[config.mk]
export PLATFORM = sky130hd
export DESIGN_NAME = dense_shortest_path
export DESIGN_NICKNAME = d
export VERILOG_FILES = /design/src/hw/rtl/dsp_pkg.sv /design/src/hw/rtl/dsp_ram.sv /design/src/hw/rtl/dsp_csr.sv /design/src/hw/rtl/dsp_engine.sv /design/src/hw/rtl/dense_shortest_path.sv
export SDC_FILE = /design/constraint.sdc
export NUM_CORES = 2
export LEC_CHECK = 0
export ABC_AREA = 0
export BUFFER_PORTS_ARGS = -buffer_cell sky130_fd_sc_hd__buf_2
export CAP_MARGIN = 15
export CORE_UTILIZATION = 35
export DETAILED_ROUTE_END_ITERATION = 8
export GPL_ROUTABILITY_DRIVEN = 0
export GPL_TIMING_DRIVEN = 1
export PLACE_DENSITY = 0.47
export SYNTH_ARGS = -nofsm -noshare
export SYNTH_HDL_FRONTEND = slang
export SYNTH_MEMORY_MAX_BITS = 65536
export SYNTH_SLANG_ARGS = --single-unit
[constraint.sdc]
create_clock -name clock -period 9.3 [get_ports clock]
set_input_delay 1.86 -clock clock [delete_from_list [all_inputs] [get_ports clock]]
set_output_delay 1.86 -clock clock [all_outputs]
set_load 0.02 [all_outputs]
[src/hw/rtl/dsp_pkg.sv]
// ----------------------------------------------------------------------------
// dsp_pkg: shared types and constants of the dense shortest path block
// Request and result layouts, configuration register map, command codes.
// ----------------------------------------------------------------------------
package dsp_pkg;

   // Fixed field widths
   localparam int NODE_BITS   = 4;
   localparam int COUNT_BITS  = 5;
   localparam int WFIELD_BITS = 16;
   localparam int DIST_BITS   = 20;

   // Saturated distance, also reported for unreachable nodes
   localparam logic [DIST_BITS-1:0] DIST_MAX = {DIST_BITS{1'b1}};

   // Configuration port
   localparam int CSR_ADDR_BITS = 3;
   localparam int CSR_DATA_BITS = 32;

   localparam logic [COUNT_BITS-1:0] NODE_COUNT_RESET = COUNT_BITS'(16);
   localparam logic [NODE_BITS-1:0]  START_NODE_RESET = '0;

   typedef enum logic {
      REG_NODE_COUNT = 1'b0,
      REG_START_NODE = 1'b1
   } reg_index_type;

   typedef enum logic {
      CMD_WRITE = 1'b0,
      CMD_RUN   = 1'b1
   } cmd_type;

   typedef struct packed {
      cmd_type                command;
      logic [NODE_BITS-1:0]   row;
      logic [NODE_BITS-1:0]   col;
      logic [WFIELD_BITS-1:0] weight;
   } req_type;

   typedef struct packed {
      logic [NODE_BITS-1:0] node;
      logic [DIST_BITS-1:0] distance;
      logic                 unreachable;
      logic                 last;
   } rsp_type;

   typedef struct packed {
      logic [COUNT_BITS-1:0] node_count;
      logic [NODE_BITS-1:0]  start_node;
   } cfg_type;

endpackage

[src/hw/rtl/dsp_ram.sv]
// ----------------------------------------------------------------------------
// dsp_ram: generic single-port-write, single-port-read RAM
// One write and one registered read per cycle; contents undefined at reset.
// ----------------------------------------------------------------------------
module dsp_ram #(
   parameter int WIDTH = 16,
   parameter int DEPTH = 256
) (
   input  logic                     clock,
   input  logic                     we,
   input  logic [$clog2(DEPTH)-1:0] waddr,
   input  logic [WIDTH-1:0]         wdata,
   input  logic [$clog2(DEPTH)-1:0] raddr,
   output logic [WIDTH-1:0]         rdata
);

   logic [WIDTH-1:0] mem_ff [DEPTH];
   logic [WIDTH-1:0] rdata_ff;

   // Write port
   always_ff @(posedge clock) begin
      if (we) begin
         mem_ff[waddr] <= wdata;
      end
   end

   // Registered read port
   always_ff @(posedge clock) begin
      rdata_ff <= mem_ff[raddr];
   end

   assign rdata = rdata_ff;

endmodule

[src/hw/rtl/dsp_csr.sv]
// ----------------------------------------------------------------------------
// dsp_csr: configuration registers
// APB-style access to node count and start node, zero wait states.
// ----------------------------------------------------------------------------
module dsp_csr
   import dsp_pkg::*;
(
   input  logic                     clock,
   input  logic                     reset,
   input  logic                     psel,
   input  logic                     penable,
   input  logic                     pwrite,
   input  logic [CSR_ADDR_BITS-1:0] paddr,
   input  logic [CSR_DATA_BITS-1:0] pwdata,
   output logic [CSR_DATA_BITS-1:0] prdata,
   output logic                     pready,
   output cfg_type                  cfg
);

   logic [COUNT_BITS-1:0] node_count_ff;
   logic [NODE_BITS-1:0]  start_node_ff;
   reg_index_type         reg_sel;
   logic                  wr_en;

   // Word select ignores the byte offset
   assign reg_sel = reg_index_type'(paddr[2]);
   assign wr_en   = psel & penable & pwrite & pready;
   assign pready  = 1'b1;

   // Register writes
   always_ff @(posedge clock) begin
      if (reset) begin
         node_count_ff <= NODE_COUNT_RESET;
         start_node_ff <= START_NODE_RESET;
      end else if (wr_en) begin
         unique case (reg_sel)
            REG_NODE_COUNT: node_count_ff <= pwdata[COUNT_BITS-1:0];
            REG_START_NODE: start_node_ff <= pwdata[NODE_BITS-1:0];
         endcase
      end
   end

   // Read back
   always_comb begin
      unique case (reg_sel)
         REG_NODE_COUNT: prdata = CSR_DATA_BITS'(node_count_ff);
         REG_START_NODE: prdata = CSR_DATA_BITS'(start_node_ff);
      endcase
   end

   assign cfg.node_count = node_count_ff;
   assign cfg.start_node = start_node_ff;

endmodule

[src/hw/rtl/dsp_engine.sv]
// ----------------------------------------------------------------------------
// dsp_engine: request handling and search sequencer
// Stores edge weights, runs the shortest path search over the weight and
// distance memories, and streams one result per node.
// ----------------------------------------------------------------------------
module dsp_engine
   import dsp_pkg::*;
#(
   parameter int MAX_NODES   = 16,
   parameter int WEIGHT_BITS = 16,
   parameter int OUT_LIMIT   = (MAX_NODES < 16) ? MAX_NODES : 16,
   parameter int STORE_BITS  = (WEIGHT_BITS < WFIELD_BITS) ? WEIGHT_BITS : WFIELD_BITS,
   parameter int WT_AW       = $clog2(MAX_NODES * MAX_NODES),
   parameter int DIST_AW     = $clog2(OUT_LIMIT)
) (
   input  logic                  clock,
   input  logic                  reset,
   input  cfg_type               cfg,
   // request channel
   input  logic                  req_valid,
   output logic                  req_stall,
   input  req_type               req_payload,
   // result channel
   output logic                  rsp_valid,
   input  logic                  rsp_stall,
   output rsp_type               rsp_payload,
   // weight memory
   output logic                  wt_we,
   output logic [WT_AW-1:0]      wt_waddr,
   output logic [STORE_BITS-1:0] wt_wdata,
   output logic [WT_AW-1:0]      wt_raddr,
   input  logic [STORE_BITS-1:0] wt_rdata,
   // distance memory
   output logic                  dist_we,
   output logic [DIST_AW-1:0]    dist_waddr,
   output logic [DIST_BITS-1:0]  dist_wdata,
   output logic [DIST_AW-1:0]    dist_raddr,
   input  logic [DIST_BITS-1:0]  dist_rdata
);

   localparam logic [COUNT_BITS-1:0] LIMIT       = COUNT_BITS'(OUT_LIMIT);
   localparam logic [WT_AW-1:0]      ROW_STRIDE  = WT_AW'(MAX_NODES);
   localparam bit                    HAS_NO_EDGE = (WEIGHT_BITS <= WFIELD_BITS);

   typedef enum logic [2:0] {
      IDLE,
      INIT,
      PICK,
      RELAX,
      EMIT_RD,
      EMIT_LD,
      EMIT_WAIT
   } state_type;

   state_type             state_ff;
   logic [COUNT_BITS-1:0] cnt_ff;
   logic [COUNT_BITS-1:0] n_ff;
   logic [NODE_BITS-1:0]  src_ff;
   logic                  valid_src_ff;
   logic                  pend_ff;
   logic [DIST_AW-1:0]    pend_idx_ff;
   logic [OUT_LIMIT-1:0]  done_ff;
   logic [OUT_LIMIT-1:0]  reach_ff;
   logic                  found_ff;
   logic [DIST_AW-1:0]    pick_ff;
   logic [DIST_BITS-1:0]  best_ff;
   logic                  rsp_valid_ff;
   rsp_type               rsp_ff;

   logic [COUNT_BITS-1:0] n_in;
   logic                  valid_src_in;
   logic                  found_in;
   logic [DIST_AW-1:0]    pick_in;
   logic [DIST_BITS-1:0]  best_in;

   logic                  run_accept;
   logic                  scan_issue;
   logic [DIST_AW-1:0]    cnt_idx;
   logic [COUNT_BITS-1:0] cnt_inc;
   logic [DIST_AW-1:0]    base_idx;
   logic                  no_edge;
   logic                  init_wb;
   logic                  relax_wb;
   logic                  eligible;
   logic [DIST_BITS:0]    path_sum;
   logic [DIST_BITS-1:0]  cand;
   logic                  relax_upd;
   logic                  rsp_take;
   logic                  emit_next;
   logic                  reach_out;

   // Clamp the node count and check the source
   always_comb begin
      if (cfg.node_count == '0) begin
         n_in = COUNT_BITS'(1);
      end else if (cfg.node_count > LIMIT) begin
         n_in = LIMIT;
      end else begin
         n_in = cfg.node_count;
      end
      valid_src_in = COUNT_BITS'(cfg.start_node) < n_in;
   end

   assign req_stall  = (state_ff != IDLE);
   assign run_accept = req_valid && !req_stall && (req_payload.command == CMD_RUN);

   // Scan counter and memory addressing
   assign scan_issue = ((state_ff == INIT) || (state_ff == PICK) || (state_ff == RELAX))
                       && (cnt_ff < n_ff);
   assign cnt_idx    = cnt_ff[DIST_AW-1:0];
   assign cnt_inc    = cnt_ff + COUNT_BITS'(1);
   assign base_idx   = (state_ff == RELAX) ? pick_ff : src_ff[DIST_AW-1:0];
   assign wt_raddr   = WT_AW'(base_idx) * ROW_STRIDE + WT_AW'(cnt_idx);

   // Edge weight writes
   assign wt_we    = req_valid && !req_stall && (req_payload.command == CMD_WRITE)
                     && (req_payload.row < MAX_NODES) && (req_payload.col < MAX_NODES);
   assign wt_waddr = WT_AW'(req_payload.row) * ROW_STRIDE + WT_AW'(req_payload.col);
   assign wt_wdata = req_payload.weight[STORE_BITS-1:0];

   assign no_edge  = HAS_NO_EDGE && (wt_rdata == {STORE_BITS{1'b1}});
   assign init_wb  = pend_ff && (state_ff == INIT);
   assign relax_wb = pend_ff && (state_ff == RELAX);

   // Minimum search: strict compare keeps the lowest index on ties
   assign eligible = pend_ff && (state_ff == PICK) && !done_ff[pend_idx_ff]
                     && reach_ff[pend_idx_ff] && (!found_ff || (dist_rdata < best_ff));
   assign found_in = found_ff || eligible;
   assign pick_in  = eligible ? pend_idx_ff : pick_ff;
   assign best_in  = eligible ? dist_rdata : best_ff;

   // Relaxation with saturating path sum
   assign path_sum  = {1'b0, best_ff} + (DIST_BITS + 1)'(wt_rdata);
   assign cand      = path_sum[DIST_BITS] ? DIST_MAX : path_sum[DIST_BITS-1:0];
   assign relax_upd = relax_wb && !done_ff[pend_idx_ff] && !no_edge
                      && (!reach_ff[pend_idx_ff] || (cand < dist_rdata));

   // Distance memory access
   assign rsp_take   = rsp_valid_ff && !rsp_stall;
   assign emit_next  = (state_ff == EMIT_WAIT) && rsp_take && !rsp_ff.last;
   assign dist_raddr = emit_next ? cnt_inc[DIST_AW-1:0] : cnt_idx;
   assign dist_we    = init_wb || relax_upd;
   assign dist_waddr = pend_idx_ff;

   always_comb begin
      if (relax_wb) begin
         dist_wdata = cand;
      end else if ((pend_idx_ff == src_ff[DIST_AW-1:0]) || no_edge) begin
         dist_wdata = '0;
      end else begin
         dist_wdata = DIST_BITS'(wt_rdata);
      end
   end

   assign reach_out = valid_src_ff && reach_ff[cnt_idx];

   // Sequencer
   always_ff @(posedge clock) begin
      if (reset) begin
         state_ff     <= IDLE;
         cnt_ff       <= '0;
         pend_ff      <= 1'b0;
         done_ff      <= '0;
         reach_ff     <= '0;
         found_ff     <= 1'b0;
         rsp_valid_ff <= 1'b0;
      end else begin
         pend_ff     <= scan_issue;
         pend_idx_ff <= cnt_idx;

         // Seed distances from the source row
         if (init_wb) begin
            if (pend_idx_ff == src_ff[DIST_AW-1:0]) begin
               reach_ff[pend_idx_ff] <= 1'b1;
               done_ff[pend_idx_ff]  <= 1'b1;
            end else begin
               reach_ff[pend_idx_ff] <= !no_edge;
               done_ff[pend_idx_ff]  <= 1'b0;
            end
         end

         // Mark improved nodes reachable
         if (relax_upd) begin
            reach_ff[pend_idx_ff] <= 1'b1;
         end

         unique case (state_ff)
            IDLE: begin
               if (run_accept) begin
                  n_ff         <= n_in;
                  src_ff       <= cfg.start_node;
                  valid_src_ff <= valid_src_in;
                  cnt_ff       <= '0;
                  state_ff     <= valid_src_in ? INIT : EMIT_RD;
               end
            end
            INIT: begin
               if (cnt_ff < n_ff) begin
                  cnt_ff <= cnt_inc;
               end else begin
                  cnt_ff   <= '0;
                  found_ff <= 1'b0;
                  state_ff <= PICK;
               end
            end
            PICK: begin
               found_ff <= found_in;
               pick_ff  <= pick_in;
               best_ff  <= best_in;
               if (cnt_ff < n_ff) begin
                  cnt_ff <= cnt_inc;
               end else begin
                  cnt_ff <= '0;
                  if (found_in) begin
                     done_ff[pick_in] <= 1'b1;
                     state_ff         <= RELAX;
                  end else begin
                     state_ff <= EMIT_RD;
                  end
               end
            end
            RELAX: begin
               if (cnt_ff < n_ff) begin
                  cnt_ff <= cnt_inc;
               end else begin
                  cnt_ff   <= '0;
                  found_ff <= 1'b0;
                  state_ff <= PICK;
               end
            end
            EMIT_RD: begin
               state_ff <= EMIT_LD;
            end
            EMIT_LD: begin
               rsp_ff.node        <= NODE_BITS'(cnt_ff);
               rsp_ff.distance    <= reach_out ? dist_rdata : DIST_MAX;
               rsp_ff.unreachable <= !reach_out;
               rsp_ff.last        <= (cnt_inc == n_ff);
               rsp_valid_ff       <= 1'b1;
               state_ff           <= EMIT_WAIT;
            end
            EMIT_WAIT: begin
               if (rsp_take) begin
                  rsp_valid_ff <= 1'b0;
                  if (rsp_ff.last) begin
                     state_ff <= IDLE;
                  end else begin
                     cnt_ff   <= cnt_inc;
                     state_ff <= EMIT_LD;
                  end
               end
            end
            default: begin
               state_ff <= IDLE;
            end
         endcase
      end
   end

   assign rsp_valid   = rsp_valid_ff;
   assign rsp_payload = rsp_ff;

endmodule

[src/hw/rtl/dense_shortest_path.sv]
// ----------------------------------------------------------------------------
// dense_shortest_path: single-source shortest paths over a weight matrix
// Write requests fill the edge weight memory; a run request searches from
// the configured start node and returns one distance per node.
//
//   channel   direction   handshake                payload
//   req_*     in          req_valid / req_stall    req_type (command,row,col,weight)
//   rsp_*     out         rsp_valid / rsp_stall    rsp_type (node,distance,flags)
//   csr       in/out      psel/penable/pready      node_count, start_node
//
// Weight write requests stream back to back while no run is in progress.
// A run request with a valid start node seeds the distances from its row,
// then for each picked node runs a minimum search and a relaxation pass,
// plus one last search that finds no node left, each scanning through the
// single read port of each memory; after a read state each result is loaded
// and held until taken. No request is taken from run acceptance until the
// last result is taken. A stall on rsp holds the current result. Reset
// clears control state only; memory contents are undefined until written.
// ----------------------------------------------------------------------------
module dense_shortest_path
   import dsp_pkg::*;
#(
   parameter int MAX_NODES   = 16,
   parameter int WEIGHT_BITS = 16
) (
   input  logic                     clock,
   input  logic                     reset,
   // request channel
   input  logic                     req_valid,
   output logic                     req_stall,
   input  req_type                  req_payload,
   // result channel
   output logic                     rsp_valid,
   input  logic                     rsp_stall,
   output rsp_type                  rsp_payload,
   // configuration port
   input  logic                     psel,
   input  logic                     penable,
   input  logic                     pwrite,
   input  logic [CSR_ADDR_BITS-1:0] paddr,
   input  logic [CSR_DATA_BITS-1:0] pwdata,
   output logic [CSR_DATA_BITS-1:0] prdata,
   output logic                     pready
);

   localparam int OUT_LIMIT  = (MAX_NODES < 16) ? MAX_NODES : 16;
   localparam int STORE_BITS = (WEIGHT_BITS < WFIELD_BITS) ? WEIGHT_BITS : WFIELD_BITS;
   localparam int WT_DEPTH   = MAX_NODES * MAX_NODES;
   localparam int WT_AW      = $clog2(WT_DEPTH);
   localparam int DIST_AW    = $clog2(OUT_LIMIT);

   cfg_type               cfg;
   logic                  wt_we;
   logic [WT_AW-1:0]      wt_waddr;
   logic [STORE_BITS-1:0] wt_wdata;
   logic [WT_AW-1:0]      wt_raddr;
   logic [STORE_BITS-1:0] wt_rdata;
   logic                  dist_we;
   logic [DIST_AW-1:0]    dist_waddr;
   logic [DIST_BITS-1:0]  dist_wdata;
   logic [DIST_AW-1:0]    dist_raddr;
   logic [DIST_BITS-1:0]  dist_rdata;

   // Configuration registers
   dsp_csr u_csr (
      .clock   (clock),
      .reset   (reset),
      .psel    (psel),
      .penable (penable),
      .pwrite  (pwrite),
      .paddr   (paddr),
      .pwdata  (pwdata),
      .prdata  (prdata),
      .pready  (pready),
      .cfg     (cfg)
   );

   // Edge weight memory
   dsp_ram #(
      .WIDTH (STORE_BITS),
      .DEPTH (WT_DEPTH)
   ) u_weight_ram (
      .clock (clock),
      .we    (wt_we),
      .waddr (wt_waddr),
      .wdata (wt_wdata),
      .raddr (wt_raddr),
      .rdata (wt_rdata)
   );

   // Best distance memory
   dsp_ram #(
      .WIDTH (DIST_BITS),
      .DEPTH (OUT_LIMIT)
   ) u_dist_ram (
      .clock (clock),
      .we    (dist_we),
      .waddr (dist_waddr),
      .wdata (dist_wdata),
      .raddr (dist_raddr),
      .rdata (dist_rdata)
   );

   // Search sequencer
   dsp_engine #(
      .MAX_NODES   (MAX_NODES),
      .WEIGHT_BITS (WEIGHT_BITS),
      .OUT_LIMIT   (OUT_LIMIT),
      .STORE_BITS  (STORE_BITS),
      .WT_AW       (WT_AW),
      .DIST_AW     (DIST_AW)
   ) u_engine (
      .clock       (clock),
      .reset       (reset),
      .cfg         (cfg),
      .req_valid   (req_valid),
      .req_stall   (req_stall),
      .req_payload (req_payload),
      .rsp_valid   (rsp_valid),
      .rsp_stall   (rsp_stall),
      .rsp_payload (rsp_payload),
      .wt_we       (wt_we),
      .wt_waddr    (wt_waddr),
      .wt_wdata    (wt_wdata),
      .wt_raddr    (wt_raddr),
      .wt_rdata    (wt_rdata),
      .dist_we     (dist_we),
      .dist_waddr  (dist_waddr),
      .dist_wdata  (dist_wdata),
      .dist_raddr  (dist_raddr),
      .dist_rdata  (dist_rdata)
   );

endmodule
==> flow_summary.toml <==
[run_status]
status = "finished, final reports clean"

[logic_synthesis]
ys_warn_count = 0
yosysTopAreaCellShare_pct = 75.9
netlist_top_cells_area = "edfxtp_1, mux4_2, dfxtp_1"
post_synth.cell_area_avg_um2 = 23.3
yosys_most_used_dff = "edfxtp_1"
synth-edff-count = 4480
synthCells = 7607
yosysUniqueCellTypes = 67
synthArstFlopShare_pct = 0
syn-cell-area_mm2 = 0.177
ys_ff_latch = 4568
ys_seq_area_share_pct = 76.9
yosys.area.top_type = "edfxtp_1"

[critical_path]
endpoint_kind = "register"
worstPathMaxFanout = 17
arrival_ns = 8.05
path_class = "register to register"
worstPathRequired_ns = 9.95
rrSetupSlack_ns = 1.91
crit_path_frequent_cell = "a21oi_1"
cpMaxStageDelayCell = "nor4_2"
start_kind = "register"
crit_chain = "ha_1 > fa_1 > a21o_1 > a21oi_1 > o21ai_0 > a21oi_1 > a221o_1 > and4_1 > nor3_1 > ha_1 > and4_1 > and3_1 > a221o_1 > a21oi_1 > o21ai_0 > and3_1 > nor4_2 > buf_4"
slowest_delay_ns = 1.05

[clocking]
cts_tree = "done"
cts_resized = 0
cts_buffer_depth = 4
clk_pin_slew_ns = 0.07
cts_sinks = 4568
hold_buffers = 0
htreeDepth = 5
clk_latency_ns = 1.06
cts_setup_buffers = 0
cts_inserted_buffers = 478
cts-root-buf = "clkbuf_16"

[cells_and_area]
final_common_cell = "edfxtp_1"
finalCoreUtilization_pct = 40.3
drive_gt1_share_pct = 31.3
most-common-layout-cells = "edfxtp_1, mux4_2, clkbuf_16, buf_4, nor2_1"
syn_to_final_growth_pct = 14.8
nNetsFinal = 8256

[global_routing]
grt_usage_pct = 18.2
grt_pass1_vias = 84707
grt.overflow.total = 0
grt_start_max_net_pins = 145
grt_antenna_before_repair = 42
grt_pass1_wl_mm = 661

[power_and_ir_drop]
power.switching_mw = 10.8
p_comb_share_pct = 10.1
total_leakage_power_nw = 61.9
clockPowerShare_pct = 40.6
p_total_mw = 46.5
pwr-share-seq_pct = 49.3
p_int_mw = 35.6
vdd_drop_max_uv = 175
pwr_density_cell_mw_per_mm2 = 228
netSwitchingFraction_pct = 23.3

[timing]
fmaxAchievable_ghz = 0.135
slew_headroom_pct = 17.8
tightest_slew_ns = 1.23
hold_violations = 0
setup_tns_ns = 0
setup_viol = 0
fin_worst_skew_ns = 0.0688
rsz0062_at_grt = "false"
fin_crit_ns = 7.39
maxSlewViolCount = 0
finalCritPeriodShare_pct = 79.5
holdWs_ns = 0.471

[detailed_routing]
viasPerCell = 5.32
ant_nets = 0
wl_per_cell_um = 30.8
drc = 0
drtIter0Drc = 7401
num_vias = 81339
routed_wl_mm = 470
firstDrtPassIters = 7

[die]
rows = 261
die_h_um = 714
die_w_um = 714
initial_core_util_pct = 35.1
num_io_pins = 128
core_region_area_mm2 = 0.505
die-area_mm2 = 0.510

[run]
maxCapViolations = 0

[place]
portBuffers = 70
dp_hpwl_mm = 274

[hold_path]
min-delay-path-class = "register to register"
synthesized netlist by cell type (all sizes together), types with 10 or more instances:
cell and number:
a21o 25, mux4 1393, a22o 13, nand3 47, buf 198, nand4 14, o211ai 14, o32ai 18
or4 18, edfxtp 4480, o21ai 25, o22ai 65, clkbuf 242, o31ai 15, ha 63, nor3 14
nor4 23, dfxtp 88, or3 15, mux2 11, xnor2 10, nor2b 17, nand2 110, mux2i 167
nand2b 21, a21oi 35, nor2 298, inv 60, xor2 15
power groups by stage:
stage	logic (mW)	registers, mW	clock network, mW
after global placement	4.77	23.3	0
after floorplan	3.16	23.2	0
after CTS	4.82	22.9	19.3
after global routing	5.03	22.9	20.1
final	4.69	22.9	18.9
after detailed placement	4.81	23.3	0
state kept, by name, summed over array words and instances, names as in the netlist, 5 cells and up:
name / flops
u_weight_ram.mem_ff: 4096
u_dist_ram.mem_ff: 320
u_engine.rsp_payload: 26
u_dist_ram.rdata: 20
u_engine.best_ff: 20
u_engine.done_ff: 16
u_engine.reach_ff: 16
u_weight_ram.rdata: 16
u_csr.node_count_ff: 5
u_engine.cnt_ff: 5
u_engine.n_ff: 5
cell families (layout without fill, tap and decap cells):
group / Yosys count / after routing / synth area share [%]
muxes: 1571 / 1571 / 18.7
DFF: 4568 / 4568 / 76.9
adders and majority gates: 64 / 64 / 0.456
xor gates and xnor gates: 25 / 25 / 0.123
buffers and inverters: 503 / 1397 / 1.25
and+or+nand+nor: 610 / 610 / 1.56
other: 2 / 70 / 0.00424
AOI/OAI and AO/OA: 264 / 264 / 1.04
final timing paths:
| check | startpoint | endpoint | cells past startpoint |
|---|---|---|---|
| hold reg to reg | u_dist_ram.rdata[5]$_DFF_P_ | u_engine.best_ff[5]$_DFFE_PP_ | 0 |
| setup reg to reg | u_engine.best_ff[0]$_DFFE_PP_ | u_dist_ram.mem_ff[5][6]$_DFFE_PP_ | 18 |
| setup / recovery | u_engine.best_ff[0]$_DFFE_PP_ | u_dist_ram.mem_ff[5][6]$_DFFE_PP_ | 18 |
| hold / removal | u_dist_ram.rdata[5]$_DFF_P_ | u_engine.best_ff[5]$_DFFE_PP_ | 0 |
per-layer routing:
| metal | routed length [um] | track usage, % | vias to the layer above | part of all wire, % |
|---|---|---|---|---|
| li1 | - | - | 33681 | - |
| met4 | 10700 | 4.23 | 0 | 2.3 |
| met3 | 24600 | 2.80 | 572 | 5.2 |
| met2 | 229000 | 30.0 | 2130 | 49 |
| met5 | 0 | 0 | - | 0 |
| met1 | 206000 | 25.6 | 44956 | 44 |
per-stage QoR:
step | cell area (um^2) | std cells | setup slack [ns]
after floorplan | 177000 | 7633 | 2.46
after global placement | 188000 | 14345 | 2.06
after detailed placement | 188000 | 14346 | 1.99
after CTS | 203000 | 15228 | 1.94
after global routing | 204000 | 15266 | 1.66
final | 204000 | 15275 | 1.91
layout make-up:
cell class	count	area [um^2]
Tap cell	6706	8390
Inverter	63	236
Clock inverter	282	2850
Timing Repair Buffer	452	3700
Multi-Input combinational cell	2562	39400
Antenna cell	42	105
Fill cell	44320	301000
Sequential cell	4568	136000
Clock buffer	600	12500
critical path, delay by kind of cell, from the launching register on:
kind	cells	cell delay, ns
buf+inv	1	0.44
simple gates	6	2.40
flops	1	0.39
compound gates	8	2.83
fa+ha+maj	3	0.97
Power figures use the tool's default switching activity.
